File: src/hdl/bb3_ram.sv
// Generic simple dual-port RAM with a registered read port.
module bb3_ram #(
    parameter int WIDTH = 8,
    parameter int DEPTH = 16,
    localparam int ADDR_W = $clog2(DEPTH)
) (
    input  logic              i_clk,
    input  logic              i_we,
    input  logic [ADDR_W-1:0] i_waddr,
    input  logic [WIDTH-1:0]  i_wdata,
    input  logic              i_re,
    input  logic [ADDR_W-1:0] i_raddr,
    output logic [WIDTH-1:0]  o_rdata
);

    logic [WIDTH-1:0] r_mem [DEPTH];
    logic [WIDTH-1:0] r_rdata;

    always_ff @(posedge i_clk) begin
        if (i_we) begin
            r_mem[i_waddr] <= i_wdata;
        end
        if (i_re) begin
            r_rdata <= r_mem[i_raddr];
        end
    end

    assign o_rdata = r_rdata;

endmodule

File: config.mk
export PLATFORM = sky130hd
export DESIGN_NAME = bb3_ram
export DESIGN_NICKNAME = d
export VERILOG_FILES = /design/src/hdl/bb3_ram.sv
export SDC_FILE = /design/constraint.sdc
export NUM_CORES = 1
export LEC_CHECK = 0
export ABC_AREA = 1
export BUFFER_PORTS_ARGS = -buffer_cell sky130_fd_sc_hd__buf_2
export CAP_MARGIN = 20
export CORE_AREA = 2 2 107 109
export DETAILED_ROUTE_END_ITERATION = 6
export DIE_AREA = 0 0 109 111
export PLACE_DENSITY = 0.71
export SYNTH_ARGS = -nofsm -noshare
export SYNTH_HDL_FRONTEND = slang
export SYNTH_SLANG_ARGS = --single-unit
File: constraint.sdc
create_clock -name i_clk -period 1.55 [get_ports i_clk]
set_clock_uncertainty 0.1 [all_clocks]
set_input_delay 0.155 -clock i_clk [delete_from_list [all_inputs] [get_ports i_clk]]
set_output_delay 0.155 -clock i_clk [all_outputs]
set_load 0.1 [all_outputs]
==> reports/metrics.cfg, run 1 <==
[drt]
wl_per_cell_um = 18.0
drtIter0Drc = 453
route.detailed.drc = 0
via_per_inst = 5.32
ant_nets = 0
dr.pass1.iters = 6
finalWirelength_um = 13500
num_vias = 3998

[critical_path]
worstSetupPathType = reg -> out
required_ps = 1290
cp-start-kind = register
crit_path_end_kind = primary output
critPathTopFamily = buffers and inverters
worstPathCellList = buf_2
crit_buf_inv = 1
arrival_ps = 1220
critPathMaxStageDelay_ps = 440
crit_slowest_cell = buf_2
path_max_fanout = 1

[placed_design]
portBuffers = 26
dp.cells = 719
gp_congestion = 0.891
hpwlAfterDp_um = 8080

[grt]
grt_overflow_total = 0
antenna_found_initial = 0
grt_pass1_vias = 3840
use_met2_pct = 35.6
gr-max-usage-layer = met2
gr-usage-all-layers_pct = 24.1
use_met1_pct = 33.6
grtUsageMet3_pct = 6.41
grt_max_degree = 65
grt_pass1_wl_um = 21000

[sta]
holdWs_ps = 57.3
drv_slew = 0
period_share_pct = 95.1
fmax_mhz = 678
worst_slew_pin_slew_ps = 629
fin_crit_ps = 1470
relSlewSlack_pct = 58.0
fin_setup_tns_ps = 0
rsz0062_at_grt = no
finalSetupViolations = 0
hold_viol = 0

[floorplanning]
io_pins = 27
die-area_um2 = 12100
start_util_pct = 52.8
coreArea_um2 = 11100
rows = 39
die_w_um = 109
dieHeight_um = 111

[run_status]
status = finished clean

[hold_path]
holdCritPathClass = in -> reg

[cts]
insertion_delay_ps = 410
cts_sinks = 136
cts_buffers = 17
clock-root-buffer = clkbuf_16
tritoncts = yes
path_clk_slew_ps = 60
cts_buffer_depth = 2
cts_max_level = 4

[yosys]
syn_avg_cell_area_um2 = 10.6
postSynthCellCount = 551
yosys_warnings = 0
ys_types = 11
yosysSeqAreaShare_pct = 69.8
synth_nets = 570
ys_ff_latch = 136
syn_area_um2 = 5850

[layout]
layout.cells.non_filler = 752
syn_to_final_growth_pct = 15.1
final.fill_count = 861
fin_nets = 615
diodes = 0
drive_gt1_share_pct = 12.6

[power]
p_leak_nw = 2.93
peakVddDrop_uv = 675
power_density_nw_per_um2 = 1240

[job]
cap_violations = 0

## power by group
group	internal, mW	switching (mW)
clock network	2.15	1.39
logic	0.155	0.483
registers	4.15	0.0249
## cells by family (layout without fill, tap and decap cells)
group	after synthesis	count (layout)	synth area share (%)
flops	136	136	69.8
buf+inv	126	184	9.39
simple gates	289	289	20.8
## area by class of cell
type	instances	area (um2)	share of cell area, %
Tap cell	143	179	2.66
Clock inverter	13	87.6	1.30
Sequential cell	136	4080	60.7
Clock buffer	19	433	6.43
Inverter	102	383	5.69
Multi-Input combinational cell	289	1210	18.0
Timing Repair Buffer	50	350	5.21
## flip-flops by register name (all words and copies together), names as in the netlist
register  flops
r_mem       128
o_rdata       8
## what timing repair did
action,in CTS,in global routing
gates resized for setup,0,0
hold buffers,1,0
hold endpoints to repair,8,0
buffers inserted,0,0
## layout by cell type (no fill, tap or decap)
cell	instances
nor2_1	17
clkbuf_16	17
nand3b_1	2
nand3_1	97
inv_1	100
clkinv_1	4
buf_2	26
clkbuf_1	2
buf_12	3
dlygate4sd3_1	1
nand2_1	173
buf_4	20
inv_2	2
clkinv_2	7
edfxtp_1	136
clkinvlp_4	1
bufinv_16	1
## Yosys cell counts
library cell	instances	share of area, %
nor2_1	17	1.1
inv_2	2	0.13
nand3_1	97	8.3
buf_6	6	1.2
inv_1	100	6.4
nand2_1	173	11
nand3b_1	2	0.26
buf_2	13	1.1
buf_4	4	0.51
edfxtp_1	136	70
buf_1	1	0.064
## stage by stage
| step | setup slack, ps | area (um2) | utilization [%] | power, mW |
|---|---|---|---|---|
| after floorplan | 344 | 5850 | - | 4.66 |
| after global placement | 94.6 | 6200 | 56.0 | 4.86 |
| after detailed placement | 40.5 | 6200 | 56.0 | 4.88 |
| after CTS | 61.4 | 6730 | 60.8 | 8.38 |
| after global routing | 39.5 | 6730 | 60.8 | 8.60 |
| final | 75.9 | 6730 | 60.8 | 8.35 |
## path summary, 6_finish.rpt
kind                 endpoint         start  slack (ps)  depth (start not counted)
setup / recovery   o_rdata[5]    o_rdata[5]          80                          1
hold reg to reg    o_rdata[7]  r_mem[11][7]         650                          6
setup reg to reg   o_rdata[5]   r_mem[8][5]         310                          6
hold / removal    r_mem[1][5]    i_wdata[5]          60                          1
## metal layers
metal	vias up	share of wire (%)
met1	1894	42
met4	0	2.3
met3	24	8.7
li1	1874	-
met5	-	0
met2	206	47
Power figures use the tool's default switching activity.
==> run 2, diff against run 1 <==
CORE_AREA = 2 2 102 114   (was 2 2 107 109)
DIE_AREA = 0 0 104 116   (was 0 0 109 111)
==> run 2 against run 1 <==
Effect of this change:
- non-clock buffer count is 3 higher
- final cell count is 0.53% higher
- first-iteration DRC count is 28% lower
- highest routed layer unchanged
- die area is 0.29% lower
==> reports/metrics.cfg, run 2 (same netlist as run 1, synthesis figures left out) <==
[sta]
rsz0062_at_grt = no
drv_slew = 0  ; unchanged
hold_viol = 0  ; unchanged
relSlewSlack_pct = 58.7  ; +0.67 points
fin_crit_ps = 1480  ; +8.79 ps
worst_slew_pin_slew_ps = 619  ; -10.1 ps
finalSetupViolations = 0  ; unchanged
period_share_pct = 95.7  ; +0.57 points
fmax_mhz = 674  ; -0.59%
fin_setup_tns_ps = 0  ; unchanged

[cts]
cts_max_level = 4  ; unchanged
cts_buffer_depth = 2  ; unchanged
path_clk_slew_ps = 50  ; about the same
cts_buffers = 17  ; unchanged
clock-root-buffer = clkbuf_16
tritoncts = yes
cts_sinks = 136  ; unchanged
insertion_delay_ps = 420  ; about the same

[layout]
largest_register = r_mem
drive_gt1_share_pct = 13.1  ; +0.49 points
largest_register_ffs = 128  ; unchanged
final_common_cell = nand2_1
syn_to_final_growth_pct = 15.7
final.fill_count = 874  ; +1.5%
final_core_util_pct = 62.6  ; +1.8 points
diodes = 0  ; unchanged
fin_nets = 618  ; +0.49%
final_cell_mix = nand2_1 (173), edfxtp_1 (136), inv_1 (100)

[floorplanning]
dieHeight_um = 116  ; +4.5%
rows = 40  ; +2.6%
start_util_pct = 54.1  ; +1.3 points
die_w_um = 104  ; -4.6%
io_pins = 27  ; unchanged
die-area_um2 = 12100  ; -0.29%
coreArea_um2 = 10800  ; -2.4%

[critical_path]
crit_path_end_kind = primary output
crit_buf_inv = 1  ; unchanged
path_max_fanout = 1  ; unchanged
crit_slowest_cell = buf_2
required_ps = 1290  ; about the same
arrival_ps = 1230  ; about the same
cp-start-kind = register
worstPathCellList = buf_2
worstSetupPathType = reg -> out
critPathTopFamily = buffers and inverters
critPathMaxStageDelay_ps = 440  ; about the same

[power]
peakVddDrop_uv = 734  ; +8.8%
swShare_pct = 22.3  ; -0.41 points
p_int_mw = 6.61  ; +2.4%
p_switching_mw = 1.89  ; about the same
seq_power_share_pct = 49.1  ; -0.9 points
pwr-share-clk_pct = 43.5  ; +1.1 points
combinationalPowerShare_pct = 7.4  ; -0.2 points
p_leak_nw = 2.94  ; +0.32%
power_density_nw_per_um2 = 1260  ; +1.3%

[grt]
grt_pass1_wl_um = 20100  ; -4.2%
gr-usage-all-layers_pct = 22.7  ; -1.3 points
grt_overflow_total = 0  ; unchanged
grt_max_degree = 46  ; -29%
grt_pass1_vias = 3912  ; +1.9%
antenna_found_initial = 0  ; unchanged

[drt]
wl_met1_um = 5210  ; -8.1%
num_vias = 3949  ; -1.2%
wl_per_cell_um = 16.9  ; -6.1%
via_per_inst = 5.22  ; -1.7%
drtIter0Drc = 327  ; -28%
dr.pass1.iters = 5  ; -1
highest_layer = met4
finalWirelength_um = 12800  ; -5.6%
route.detailed.drc = 0  ; unchanged
dr_wl_met2_um = 6300  ; -1.0%
ant_nets = 0  ; unchanged
wl_met3_um = 885  ; -25%

[job]
cap_violations = 0  ; unchanged

[placed_design]
gp_congestion = 0.915  ; +2.7%
hpwlAfterDp_um = 8030  ; -0.66%
portBuffers = 26  ; unchanged

[hold_path]
holdCritPathClass = in -> reg

[run_status]
status = finished clean

## run 2: cell types whose count changed in the layout (fill, tap and decap cells not counted), sizes merged
cell / delta
buf: +3
bufinv: +1
clkinv: -5
clkinvlp: +2
clkbuf: -1
## run 2: cell type report
cell class	instances	area, um2	area share (%)
repair buffers	53	360	5.33
multi-input cells	289	1210	17.9
well taps	147	184	2.72
clock inverters	11	110	1.63
inverters	102	383	5.66
clock buffers	18	429	6.34
flip-flops and latches	136	4080	60.4
## run 2: power groups by stage
stage | logic (mW) | registers [mW] | clock network, mW
2_1_floorplan | 0.290 | 4.37 | 0
3_3_place_gp | 0.614 | 4.24 | 0
3_5_place_dp | 0.625 | 4.24 | 0
4_1_cts | 0.629 | 4.17 | 3.76
5_1_grt | 0.683 | 4.17 | 3.89
6_report | 0.629 | 4.17 | 3.70
## run 2: stage by stage
stage	total power, mW	area [um2]	setup slack [ps]	cells	hold slack (ps)
floorplan	4.66	5850	344	551	154
global placement	4.86	6210	89.6	726	421
detailed placement	4.87	6210	58.2	726	421
CTS	8.56	6760	62.3	756	50.5
global route	8.75	6760	60.0	756	54.7
finish	8.50	6760	67.1	756	47.1
## run 2: final timing paths
| kind | start | endpoint | slack, ps | depth (start not counted) |
|---|---|---|---|---|
| setup / recovery | o_rdata[3] | o_rdata[3] | 70 | 1 |
| hold / removal | i_wdata[6] | r_mem[2][6] | 50 | 1 |
| setup reg to reg | r_mem[6][1] | o_rdata[1] | 250 | 6 |
| hold reg to reg | r_mem[10][0] | o_rdata[0] | 660 | 6 |
## run 2: metal layers
layer / vias to the layer above / GRT usage [%]
li1: 1874 / -
met1: 1888 / 28.6
met2: 160 / 38.3
met3: 27 / 4.39
met4: 0 / 11.4
met5: - / 0
## run 2: what timing repair did
item | in CTS | in global routing
setup buffers | 0 | 0
endpoints found under the setup margin | 0 | 0
hold buffers | 1 | 0
resized for setup | 0 | 0
hold endpoints to repair | 8 | 0
