$ cat src/hdl/bb3_pkg.sv
// Shared constants, types and tables for the 3x3 RGB box blur.
package bb3_pkg;

    localparam int MAX_WIDTH   = 1024;
    localparam int COL_W       = $clog2(MAX_WIDTH);
    localparam int WEFF_W      = $clog2(MAX_WIDTH + 1);
    localparam int FW_W        = 11;
    localparam int FH_W        = 16;
    localparam int CH_W        = 8;
    localparam int PIX_W       = 3 * CH_W;
    localparam int LINE_W      = 2 * PIX_W;
    localparam int WIN_N       = 9;
    localparam int SUM_W       = 12;
    localparam int NUM_W       = 4;
    localparam int DIVIDEND_W  = SUM_W + 1;
    localparam int RECIP_SHIFT = 17;
    localparam int PROD_W      = DIVIDEND_W + RECIP_SHIFT;
    localparam int PADDR_W     = 3;
    localparam int PDATA_W     = 32;
    localparam int REG_SEL_BIT = 2;

    localparam logic [FW_W-1:0] FW_RESET = FW_W'(1024);
    localparam logic [FH_W-1:0] FH_RESET = FH_W'(768);

    localparam logic OP_DRAIN = 1'b1;

    typedef enum logic {
        REG_FRAME_WIDTH,
        REG_FRAME_HEIGHT
    } t_reg_idx;

    typedef enum logic [1:0] {
        S_IDLE,
        S_LOAD,
        S_SUM,
        S_EMIT
    } t_state;

    typedef logic [PIX_W-1:0] t_pix;

    typedef struct packed {
        logic [FW_W-1:0] width;
        logic [FH_W-1:0] height;
        logic            restart;
    } t_frame_cfg;

    // Which window rows and columns take part in the one or two results of an item.
    // Bit 0 of row_on is the top row, bit 0 of a column mask the oldest column.
    typedef struct packed {
        logic       first;
        logic       second;
        logic [2:0] row_on;
        logic [2:0] col_on_a;
        logic [2:0] col_on_b;
        logic       last;
    } t_plan;

    // ceil(2^17 / (2n)) for n = 1..9; floor(x * RECIP[n] >> 17) equals x / (2n) exactly
    // for every dividend below 2^13. Unused counts fall back to the entry for one.
    localparam logic [RECIP_SHIFT-1:0] RECIP [16] = '{
        RECIP_SHIFT'(65536), RECIP_SHIFT'(65536), RECIP_SHIFT'(32768), RECIP_SHIFT'(21846),
        RECIP_SHIFT'(16384), RECIP_SHIFT'(13108), RECIP_SHIFT'(10923), RECIP_SHIFT'(9363),
        RECIP_SHIFT'(8192),  RECIP_SHIFT'(7282),  RECIP_SHIFT'(65536), RECIP_SHIFT'(65536),
        RECIP_SHIFT'(65536), RECIP_SHIFT'(65536), RECIP_SHIFT'(65536), RECIP_SHIFT'(65536)
    };

endpackage

$ cat src/hdl/bb3_avg.sv
// Masked 3x3 color sums and rounded averaging by reciprocal multiplication.
module bb3_avg import bb3_pkg::*; (
    input  logic                       i_clk,
    input  logic                       i_rst_n,
    input  logic                       i_load,
    input  logic [WIN_N-1:0][PIX_W-1:0] i_win,
    input  logic [WIN_N-1:0]           i_mask,
    output logic [CH_W-1:0]            o_red,
    output logic [CH_W-1:0]            o_green,
    output logic [CH_W-1:0]            o_blue
);

    logic [2:0][SUM_W-1:0] r_sum, n_sum;
    logic [NUM_W-1:0]      r_n, n_n;
    logic [2:0][CH_W-1:0]  quot;

    // Channel 2 is red, 1 green, 0 blue, as packed in a pixel.
    always_comb begin
        logic [2:0][2:0][SUM_W-1:0] row_sum;
        for (int ch = 0; ch < 3; ch++) begin
            for (int k = 0; k < 3; k++) begin
                row_sum[ch][k] = '0;
                for (int j = 0; j < 3; j++) begin
                    if (i_mask[k*3+j]) begin
                        row_sum[ch][k] = row_sum[ch][k]
                                       + SUM_W'(i_win[k*3+j][ch*CH_W +: CH_W]);
                    end
                end
            end
            n_sum[ch] = row_sum[ch][0] + row_sum[ch][1] + row_sum[ch][2];
        end
        n_n = NUM_W'($countones(i_mask));
    end

    always_ff @(posedge i_clk) begin
        if (i_load) begin
            r_sum <= n_sum;
            r_n   <= n_n;
        end
    end

    // Round half up: (2*sum + n) / (2*n).
    always_comb begin
        logic [DIVIDEND_W-1:0] dividend;
        logic [PROD_W-1:0]     prod;
        for (int ch = 0; ch < 3; ch++) begin
            dividend = {r_sum[ch], 1'b0} + DIVIDEND_W'(r_n);
            prod     = PROD_W'(dividend) * PROD_W'(RECIP[r_n]);
            quot[ch] = prod[RECIP_SHIFT +: CH_W];
        end
    end

    assign o_red   = quot[2];
    assign o_green = quot[1];
    assign o_blue  = quot[0];

    a_count_range: assert property (@(posedge i_clk) disable iff (!i_rst_n)
        $past(i_load) |-> (r_n >= NUM_W'(1) && r_n <= NUM_W'(WIN_N)))
        else $error("neighbor count out of range after a sum load");

endmodule

$ cat config.mk
export PLATFORM = sky130hd
export DESIGN_NAME = bb3_avg
export DESIGN_NICKNAME = d
export VERILOG_FILES = /design/src/hdl/bb3_pkg.sv /design/src/hdl/bb3_avg.sv
export SDC_FILE = /design/constraint.sdc
export NUM_CORES = 2
export LEC_CHECK = 0
export ABC_CLOCK_PERIOD_IN_PS = 9800
export BUFFER_PORTS_ARGS = -buffer_cell sky130_fd_sc_hd__buf_2
export CAP_MARGIN = 5
export CORE_UTILIZATION = 64
export CTS_CLUSTER_SIZE = 16
export DETAILED_ROUTE_END_ITERATION = 8
export PLACE_DENSITY = 0.85
export SYNTH_ARGS = -nofsm -noshare
export SYNTH_HDL_FRONTEND = slang
export SYNTH_SLANG_ARGS = --single-unit
$ cat constraint.sdc
create_clock -name i_clk -period 9.8 [get_ports i_clk]
set_input_delay 1.96 -clock i_clk [delete_from_list [all_inputs] [get_ports i_clk]]
set_output_delay 1.96 -clock i_clk [all_outputs]
set_load 0.01 [all_outputs]
==> metrics.md <==
| Metric | Value |
|---|---|
| Status | `completed` |
| Hold buffer count at cts | `0` |
| Detailed placement HPWL | `64,400 um` |
| CTS Buf Count | `5` |
| Post-Syn Nets | `4,587` |
| Layout Cells excl Fill | `4,340` |
| F_max | `0.106 GHz` |
| Fin Setup TNS | `0 ns` |
| WL met1 | `27,900 um` |
| Wire per inst | `17.1 um` |
| Yosys warnings | `0` |
| Crit start category | `register` |
| DR WL met3 | `5600 um` |
| DR vias | `24,100` |
| Core footprint | `0.0443 sq mm` |
| RSZ-0062 raised after global routing | `no` |
| Via/cell ratio | `5.56` |
| Die height | `214 um` |
| Remaining antenna violation count | `0` |
| Metal2 WL | `36,400 um` |
| Sequential area share after synthesis | `4.16%` |
| IO buf count | `250` |
| Congestion Overflow GR | `0` |
| Top Metal Used | `met5` |
| Post-Route WL | `74,100 um` |
| P&R area growth vs syn | `8.69%` |
| CP Class | `reg -> out` |
| Tightest Pin Transition | `0.898 ns` |
| Crit path DAT | `7.48 ns` |
| Largest net degree at the start of global routing | `47` |
| Layout cells sized above 1 | `11.4%` |
| First-pass GRT wire length | `121,000 um` |
| NumNets Final | `4,839` |
| First-pass detailed-route iteration total | `6` |
| Main flop type after synthesis | `edfxtp_1` |
| Vias in the first global route | `24,900` |
| Hold Fails Final Rpt | `0` |
| Clk root buf | `clkbuf_16` |
| CTS tree | `yes` |
| Placed Cells | `4,332` |
| Max cap viols | `0` |
| Share of flip-flops with an asynchronous set or reset | `0%` |
| Total setup buffers inserted after CTS | `0` |
| Die area | `0.0459 sq mm` |
| Final design utilization | `70.7%` |
| Number of synthesized flops with an enable pin | `40` |
| Final worst path period share | `96.4%` |
| DR DRC count | `0` |
| CTS max path bufs | `2` |
| Yosys cell types | `71` |
| Initial antenna violation count | `3` |
| Relative slew margins | `39.7%` |
| Worst EP required | `7.84 ns` |
| Crit-path max FO | `7` |
| Htree depth | `2` |
| Tot GR Track Use | `33.3%` |
| Clock sink count | `40` |
| FP Rows | `77` |
| Final Setup Violations | `0` |
| Die X | `214 um` |
| Total inserted antenna cells | `0` |
| Critical Path Sink Type | `output port` |
| Min Tclk post-route | `9.44 ns` |
| Mapped cell area | `0.0288 sq mm` |
| Count of pins over their slew limit | `0` |
| Syn Area/Cell | `8.25 sq um` |
| Initial drt markers | `1,861` |
| Starting density of the core | `65.1%` |
| Syn Inst Count | `3,495` |
| Num ports | `252` |
| Clock-pin slew on the worst setup and hold paths | `0.06 ns` |
| Worst Hold Class | `in -> reg` |
| GPL Wtd Cong | `1.01` |
| Post-synthesis register bit count | `40` |
==> worst max-delay path: stages, from the launching register on <==
cell,delay (ns)
edfxtp_1,0.47
buf_4,0.21
ha_1,0.21
fa_1,0.46
a21oi_2,0.32
or2b_1,0.20
xnor2_1,0.42
buf_4,0.29
nand2_1,0.12
fa_1,0.50
fa_1,0.53
inv_1,0.07
fa_1,0.49
fa_1,0.50
inv_1,0.05
fa_1,0.47
inv_1,0.04
ha_1,0.30
a21o_1,0.16
a21oi_1,0.15
nor2_1,0.09
o31ai_1,0.42
nand2_1,0.10
o41ai_1,0.32
xnor2_1,0.15
buf_2,0.14
==> state kept, by name, indices dropped and copies added (netlist names) <==
| name | count |
|---|---|
| r_sum | 36 |
| r_n | 4 |
==> per-layer routing <==
| metal | GRT usage (%) | vias to the layer above |
|---|---|---|
| li1 | - | 11300 |
| met1 | 39.6 | 11500 |
| met2 | 59.2 | 1078 |
| met3 | 4.48 | 219 |
| met4 | 16.4 | 6 |
| met5 | 0 | - |
==> layout make-up <==
cell class / count / area, sq um
flip-flops and latches: 40 / 1200
multi-input cells: 2547 / 24300
clock buffers: 5 / 125
repair buffers: 346 / 1980
inverters: 807 / 3030
clock inverters: 3 / 13.8
fillers: 3391 / 13000
well taps: 592 / 741
==> final timing paths <==
path / startpoint / to / cells past startpoint / slack [ns]
max: r_n[1] / o_green[7] / 25 / 0.36
min: i_win[56] / r_sum[12] / 4 / 2.30
==> cell usage in the layout, fill, tap and decap left out, drive strengths merged, types with 9 or more instances in the layout <==
| master | instances |
|---|---|
| nor2b | 38 |
| buf | 346 |
| ha | 337 |
| o21a | 26 |
| edfxtp | 40 |
| nor3 | 32 |
| nand3 | 20 |
| nand4 | 9 |
| and3 | 12 |
| nor2 | 242 |
| inv | 807 |
| o21ai | 173 |
| nand2 | 494 |
| a21boi | 28 |
| a21o | 46 |
| o21bai | 24 |
| and2 | 68 |
| xor2 | 46 |
| a21oi | 129 |
| mux2 | 45 |
| fa | 527 |
| xnor2 | 148 |
==> Yosys cell counts, types with 4 or more instances <==
cell type,number,area share (%)
a21boi_0,27,0.70
a21o_1,46,1.2
a21oi_1,124,2.2
a21oi_2,5,0.15
a31oi_1,8,0.17
and2_1,68,1.5
and3_1,12,0.26
buf_1,5,0.065
clkbuf_1,94,1.2
edfxtp_1,40,4.2
fa_1,527,37
ha_1,337,15
inv_1,805,10
mux2_2,45,1.8
mux2i_1,4,0.14
nand2_1,494,6.4
nand2b_1,7,0.15
nand3_1,19,0.33
nand3b_1,8,0.21
nand4_1,8,0.17
nand4b_1,7,0.21
nor2_1,242,3.1
nor2b_1,38,0.82
nor3_1,29,0.50
nor3b_1,4,0.10
o2111ai_1,6,0.18
o211ai_1,5,0.13
o21a_1,26,0.68
o21ai_0,167,2.9
o21ai_1,6,0.10
o21bai_1,24,0.62
o22ai_1,4,0.087
o32ai_1,5,0.15
or4_1,6,0.16
xnor2_1,145,4.4
xor2_1,45,1.4
==> per-stage QoR <==
step	instance area [sq um]	setup WS [ns]	hold WS, ns
2_1_floorplan	28800	1.28	2.07
3_3_place_gp	31200	0.819	2.56
3_5_place_dp	31200	0.711	2.59
4_1_cts	31300	0.377	2.30
5_1_grt	31400	0.0151	2.31
6_report	31400	0.356	2.30
==> repair_timing <==
action,4_1_cts,5_1_grt
setup endpoints to repair,0,4
hold endpoints to repair,0,0
resized for setup,0,3
==> kinds of logic after synthesis <==
logic type	Yosys count	share of synthesized area (%)
adder cells (fa/ha/maj)	864	51.2
multiplexers	49	1.90
flip-flops	40	4.16
XOR/XNOR	196	6.15
buffers and inverters	908	11.8
AND/OR/NAND/NOR	961	14.8
AO/OA/AOI/OAI	477	9.98
Power is left out: the tool's default activity adds up to more than one toggle a clock period on the data nets, which glitch-free logic cannot reach.
