<file path="src/hdl/bb3_pkg.sv">
// Shared constants, types and tables for the 3x3 RGB box blur.
package bb3_pkg;

    localparam int MAX_WIDTH   = 1024;
    localparam int COL_W       = $clog2(MAX_WIDTH);
    localparam int WEFF_W      = $clog2(MAX_WIDTH + 1);
    localparam int FW_W        = 11;
    localparam int FH_W        = 16;
    localparam int CH_W        = 8;
    localparam int PIX_W       = 3 * CH_W;
    localparam int LINE_W      = 2 * PIX_W;
    localparam int WIN_N       = 9;
    localparam int SUM_W       = 12;
    localparam int NUM_W       = 4;
    localparam int DIVIDEND_W  = SUM_W + 1;
    localparam int RECIP_SHIFT = 17;
    localparam int PROD_W      = DIVIDEND_W + RECIP_SHIFT;
    localparam int PADDR_W     = 3;
    localparam int PDATA_W     = 32;
    localparam int REG_SEL_BIT = 2;

    localparam logic [FW_W-1:0] FW_RESET = FW_W'(1024);
    localparam logic [FH_W-1:0] FH_RESET = FH_W'(768);

    localparam logic OP_DRAIN = 1'b1;

    typedef enum logic {
        REG_FRAME_WIDTH,
        REG_FRAME_HEIGHT
    } t_reg_idx;

    typedef enum logic [1:0] {
        S_IDLE,
        S_LOAD,
        S_SUM,
        S_EMIT
    } t_state;

    typedef logic [PIX_W-1:0] t_pix;

    typedef struct packed {
        logic [FW_W-1:0] width;
        logic [FH_W-1:0] height;
        logic            restart;
    } t_frame_cfg;

    // Which window rows and columns take part in the one or two results of an item.
    // Bit 0 of row_on is the top row, bit 0 of a column mask the oldest column.
    typedef struct packed {
        logic       first;
        logic       second;
        logic [2:0] row_on;
        logic [2:0] col_on_a;
        logic [2:0] col_on_b;
        logic       last;
    } t_plan;

    // ceil(2^17 / (2n)) for n = 1..9; floor(x * RECIP[n] >> 17) equals x / (2n) exactly
    // for every dividend below 2^13. Unused counts fall back to the entry for one.
    localparam logic [RECIP_SHIFT-1:0] RECIP [16] = '{
        RECIP_SHIFT'(65536), RECIP_SHIFT'(65536), RECIP_SHIFT'(32768), RECIP_SHIFT'(21846),
        RECIP_SHIFT'(16384), RECIP_SHIFT'(13108), RECIP_SHIFT'(10923), RECIP_SHIFT'(9363),
        RECIP_SHIFT'(8192),  RECIP_SHIFT'(7282),  RECIP_SHIFT'(65536), RECIP_SHIFT'(65536),
        RECIP_SHIFT'(65536), RECIP_SHIFT'(65536), RECIP_SHIFT'(65536), RECIP_SHIFT'(65536)
    };

endpackage

</file>
<file path="src/hdl/bb3_cfg.sv">
// APB register block holding the frame width and height.
module bb3_cfg import bb3_pkg::*; (
    input  logic               i_clk,
    input  logic               i_rst_n,
    input  logic               psel,
    input  logic               penable,
    input  logic               pwrite,
    input  logic [PADDR_W-1:0] paddr,
    input  logic [PDATA_W-1:0] pwdata,
    output logic [PDATA_W-1:0] prdata,
    output logic               pready,
    output t_frame_cfg         o_cfg
);

    logic [FW_W-1:0] r_width, n_width;
    logic [FH_W-1:0] r_height, n_height;
    logic            wr;
    t_reg_idx        idx;

    assign wr     = psel & penable & pwrite;
    assign idx    = t_reg_idx'(paddr[REG_SEL_BIT]);
    assign pready = 1'b1;

    always_comb begin
        n_width  = r_width;
        n_height = r_height;
        if (wr) begin
            case (idx)
                REG_FRAME_WIDTH:  n_width  = pwdata[FW_W-1:0];
                REG_FRAME_HEIGHT: n_height = pwdata[FH_W-1:0];
                default: ;
            endcase
        end
    end

    always_comb begin
        case (idx)
            REG_FRAME_WIDTH:  prdata = PDATA_W'(r_width);
            REG_FRAME_HEIGHT: prdata = PDATA_W'(r_height);
            default:          prdata = '0;
        endcase
    end

    always_ff @(posedge i_clk) begin
        if (!i_rst_n) begin
            r_width  <= FW_RESET;
            r_height <= FH_RESET;
        end else begin
            r_width  <= n_width;
            r_height <= n_height;
        end
    end

    // Any write restarts the frame at the same edge that updates the register.
    assign o_cfg.width   = r_width;
    assign o_cfg.height  = r_height;
    assign o_cfg.restart = wr;

endmodule

</file>
<file path="config.mk">
export PLATFORM = sky130hd
export DESIGN_NAME = bb3_cfg
export DESIGN_NICKNAME = d
export VERILOG_FILES = /design/src/hdl/bb3_pkg.sv /design/src/hdl/bb3_cfg.sv
export SDC_FILE = /design/constraint.sdc
export NUM_CORES = 1
export LEC_CHECK = 0
export BUFFER_PORTS_ARGS = -buffer_cell sky130_fd_sc_hd__buf_2
export CORE_ASPECT_RATIO = 0.75
export CORE_UTILIZATION = 41
export CTS_CLUSTER_SIZE = 12
export DETAILED_ROUTE_END_ITERATION = 8
export PLACE_DENSITY_LB_ADDON = 0.08
export SLEW_MARGIN = 10
export SYNTH_ARGS = -nofsm -noshare
export SYNTH_HDL_FRONTEND = slang
export SYNTH_SLANG_ARGS = --single-unit
export TNS_END_PERCENT = 30
</file>
<file path="constraint.sdc">
create_clock -name i_clk -period 1.05 [get_ports i_clk]
set_clock_uncertainty 0.1 [all_clocks]
set_input_delay 0.0525 -clock i_clk [delete_from_list [all_inputs] [get_ports i_clk]]
set_output_delay 0.0525 -clock i_clk [all_outputs]
set_load 0.01 [all_outputs]
</file>
==> results.txt <==
* RSZ-0062 raised after global routing: yes
- The share of synthesized area in the top cell type comes to 0.380.
- The count of nets left with antenna violations once routing finished came out at 0.
- TritonCTS created 3 clock buffers.
- Met1 routed wirelength after detailed routing: 1.38 mm
* Max Buffers Root-to-Sink: 2
* Starting density of the core: 0.430
- Crit-path max FO: 3
- The first global-routing pass estimated around 5 mm of wire.
- Hold Slack: between 0.1 and 0.15 ns
- After synthesis the netlist holds a flip-flop and latch count of 27.
* Clk sink count: 27
- Compound-cell area share of the yosys netlist: 0
- Violated checks: setup timing
- Yosys attributes the largest share of cell area to sky130_fd_sc_hd__dfxtp_1 38%, sky130_fd_sc_hd__mux2i_1 19%, sky130_fd_sc_hd__nand2_1 11%.
- Top routing layer in use: met4
- Slack of the worst reg-to-reg path: 0.21 ns
- After detailed routing, the total wire length is 3.30 mm.
- Rows: 18
- Worst ir drop on vdd: 0.767 mV
* Total track usage: 0.179
- For this design the top-level I/O count stands at 101.
- Largest net degree at the start of global routing: 47
* Synth unique cells: 16
* Result of the run: finished, violations left
* Ys Warns: 0
- Critical Path End Type: output pin
- Length in cells of the worst reg-to-reg path: 3
- Number of fill cells in the layout: 281
- In this run the critical register-to-register path is captured at r_width[10].
* Count of antenna diodes in the layout: 0
* Via count of the first global-routing pass: 1091
* Tmin final: ~1.1 ns
- Summed over all cells, the static leakage comes to 1.12 nW.
- After synthesis, the largest family of logic cells by area is multiplexers.
* Number of optimization iterations in the first detailed-route pass: 4
- Fraction of the cycle the final worst path needs: 1.09
- Of the cells placed in the final design, the portion with a size suffix greater than 1 is 0.523.
- From left edge to right edge, the die measures 70.0 um.
* First-iteration detailed-routing DRC count: 20
- In the detailed route, the total length drawn on met2 is between 1.5 and 2 mm.
- Summing over every cut layer, the via total after detailed routing is roughly 1300.
* Maximum Capacitance Violations: 0
- Power density of the placed cells: 953 nW/um2
- The synthesized netlist occupies a cell area of approximately 1400 um2.
* Height of the die: 53.0 um
* Per-cell routed wire length: 12.0 um
- In the final design database the tool counted around 280 nets.
- Area of the multi-input gates: 754 um2
- After detailed routing, the number of remaining DRC violations is 0.
- The path class of the tightest hold or removal check is primary input to flop.
- CTS clk-pin slew, worst paths: 0.09 ns
- Final count of hold timing violations: 0
- The initial antenna violation count is 0.
- Port bufs: 65
* Classification of the worst setup path: flop to output pin
- Fmax: around 870 MHz
* Vias/cell: ~4.6
* Max Slew Vio Count: 0
* Basic-gate share of the synthesized area counting and, or, nand and nor cells: 0.187
* Area of the core region: about 3300 um2
- After synthesis, the mean cell area works out to 9.49 um2.
* Synth-to-Final Area Change: 48.3%
- Measured against the total synthesized area, the mux share comes to 0.277.
* GR Overflow Total: 0
* Crit path launch type: flop
* WP data arrival: 1.00 ns
- CTS tree: built
* Number of H-tree branching levels: 1
- Setup violations remaining at the end of the flow were counted as 11.
- Synthesis produced 150 cells.
- Of the total synthesized cell area, the portion taken by full adders, half adders and majority gates is 0.
- Once detailed placement completed, the half-perimeter wirelength came to 2.14 mm.
- Summed over all nets, wire length on met3 after detailed routing comes to 181 um.
* Final WS setup: -0.0976 ns
- The congestion estimate from routability-driven global placement came to 0.679.
- The sequential cells in the finished layout cover a total of 573 um2.
* Clock latency at the later pin of the worst-skew pair: 0.27 ns
- Of the total synthesized cell area, the portion taken by XOR and XNOR cells is 0.
- Once layout is complete, the utilization of the core stands at 0.638.
- Following the worst setup path forward leads to its endpoint at prdata[8].
- For the worst setup path, the data required time is 0.90 ns.
* Post-synth top area cell: sky130_fd_sc_hd__dfxtp_1
* Crit. Startpoint: r_height[8]
* Part of the Yosys area used for sequential elements: 0.380
- Clock tree synthesis selected as its root buffer the cell sky130_fd_sc_hd__clkbuf_8.
- The die covers 3710 um2.
- Launching point of the worst reg2reg path: r_width[10]
[cell usage after synthesis]
master	number
sky130_fd_sc_hd__dfxtp_1	27
sky130_fd_sc_hd__clkbuf_1	3
sky130_fd_sc_hd__and2_1	5
sky130_fd_sc_hd__and3_1	1
sky130_fd_sc_hd__conb_1	2
sky130_fd_sc_hd__buf_2	3
sky130_fd_sc_hd__nand4b_4	1
sky130_fd_sc_hd__nand2_1	40
sky130_fd_sc_hd__nor2b_1	6
sky130_fd_sc_hd__mux2i_1	27
sky130_fd_sc_hd__buf_12	1
sky130_fd_sc_hd__nand4_1	1
sky130_fd_sc_hd__buf_4	18
sky130_fd_sc_hd__buf_6	3
sky130_fd_sc_hd__mux2_2	11
sky130_fd_sc_hd__and4_4	1
[routing by layer]
metal / vias up / global-route usage
met3: 2 / 0.0495
met1: 590 / 0.199
met5: - / 0
met2: 54 / 0.348
li1: 626 / -
met4: 0 / 0.0300
[worst max-delay path: stages, from the launching register on]
cell	delay, ns
sky130_fd_sc_hd__dfxtp_2	0.34
sky130_fd_sc_hd__mux2_2	0.27
sky130_fd_sc_hd__buf_6	0.12
[per-stage QoR]
step	instance area, um2	cells	setup TNS, ns	power, mW	setup slack (ns)
after global routing	2110	275	-1.42	2.13	-0.144
after CTS	2020	273	-1.07	2.02	-0.0993
final	2110	275	-0.959	2.01	-0.0976
after detailed placement	1680	245	-0.146	1.37	-0.0391
after floorplan	1480	165	0	1.31	0.134
after global placement	1680	245	-0.0374	1.36	-0.0108
[cell usage in the layout, fill, tap and decap left out]
cell type / Yosys / final
sky130_fd_sc_hd__and2_1: 5 / 2
sky130_fd_sc_hd__buf_6: 3 / 15
sky130_fd_sc_hd__nor2b_1: 6 / 6
sky130_fd_sc_hd__buf_12: 1 / 1
sky130_fd_sc_hd__and2_4: 0 / 3
sky130_fd_sc_hd__mux2i_1: 27 / 27
sky130_fd_sc_hd__clkbuf_8: 0 / 3
sky130_fd_sc_hd__and3_1: 1 / 1
sky130_fd_sc_hd__mux2_4: 0 / 6
sky130_fd_sc_hd__dfxtp_1: 27 / 1
sky130_fd_sc_hd__and4_4: 1 / 1
sky130_fd_sc_hd__buf_2: 3 / 50
sky130_fd_sc_hd__dlygate4sd3_1: 0 / 16
sky130_fd_sc_hd__nand4b_4: 1 / 1
sky130_fd_sc_hd__nand2_1: 40 / 40
sky130_fd_sc_hd__mux2_2: 11 / 5
sky130_fd_sc_hd__conb_1: 2 / 17
sky130_fd_sc_hd__dfxtp_2: 0 / 26
sky130_fd_sc_hd__nand4_1: 1 / 1
sky130_fd_sc_hd__buf_4: 18 / 12
sky130_fd_sc_hd__clkbuf_1: 3 / 1
[cell families (layout without fill, tap and decap cells)]
logic type | Yosys count | in the layout
multiplexers | 38 | 38
other | 2 | 17
AND/OR/NAND/NOR | 55 | 55
buffers and inverters | 28 | 98
flip-flops | 27 | 27
[registers in the layout, indices dropped and copies added, names as in the netlist]
name / cells
r_width: 11
r_height: 16
[how the worst min path moves through the flow]
stage                     startpoint           end  slack, ns  cells past startpoint
after floorplan            pwdata[8]    r_width[8]       0.09                      2
after global placement    pwdata[14]  r_height[14]       0.20                      3
after detailed placement  pwdata[12]  r_height[12]       0.21                      3
after CTS                    i_rst_n    r_width[9]       0.13                      4
after global routing         i_rst_n   r_height[0]       0.15                      4
final                        i_rst_n  r_height[13]       0.14                      4
[area by class of cell]
class,count,area share
multi-input combinational,110,0.357
sequential,27,0.271
tap,40,0.0237
clock buffer,4,0.0213
timing repair buffer,94,0.326
[timing repair]
| item | in CTS | in global routing |
|---|---|---|
| buffers inserted | 8 | 2 |
| endpoints found under the setup margin | 11 | 16 |
| pin swaps | 0 | 0 |
| gates cloned | 0 | 0 |
| hold endpoints to repair | 27 | 0 |
| hold buffers | 16 | 0 |
| resized for setup | 28 | 22 |
[where the power goes]
| group | internal, mW | total (mW) | switching (mW) |
|---|---|---|---|
| Clock | 0.271 | 0.572 | 0.301 |
| Combinational | 0.197 | 0.376 | 0.179 |
| Sequential | 1.05 | 1.06 | 0.0149 |
Note: power is estimated with default switching activity, not from simulation.
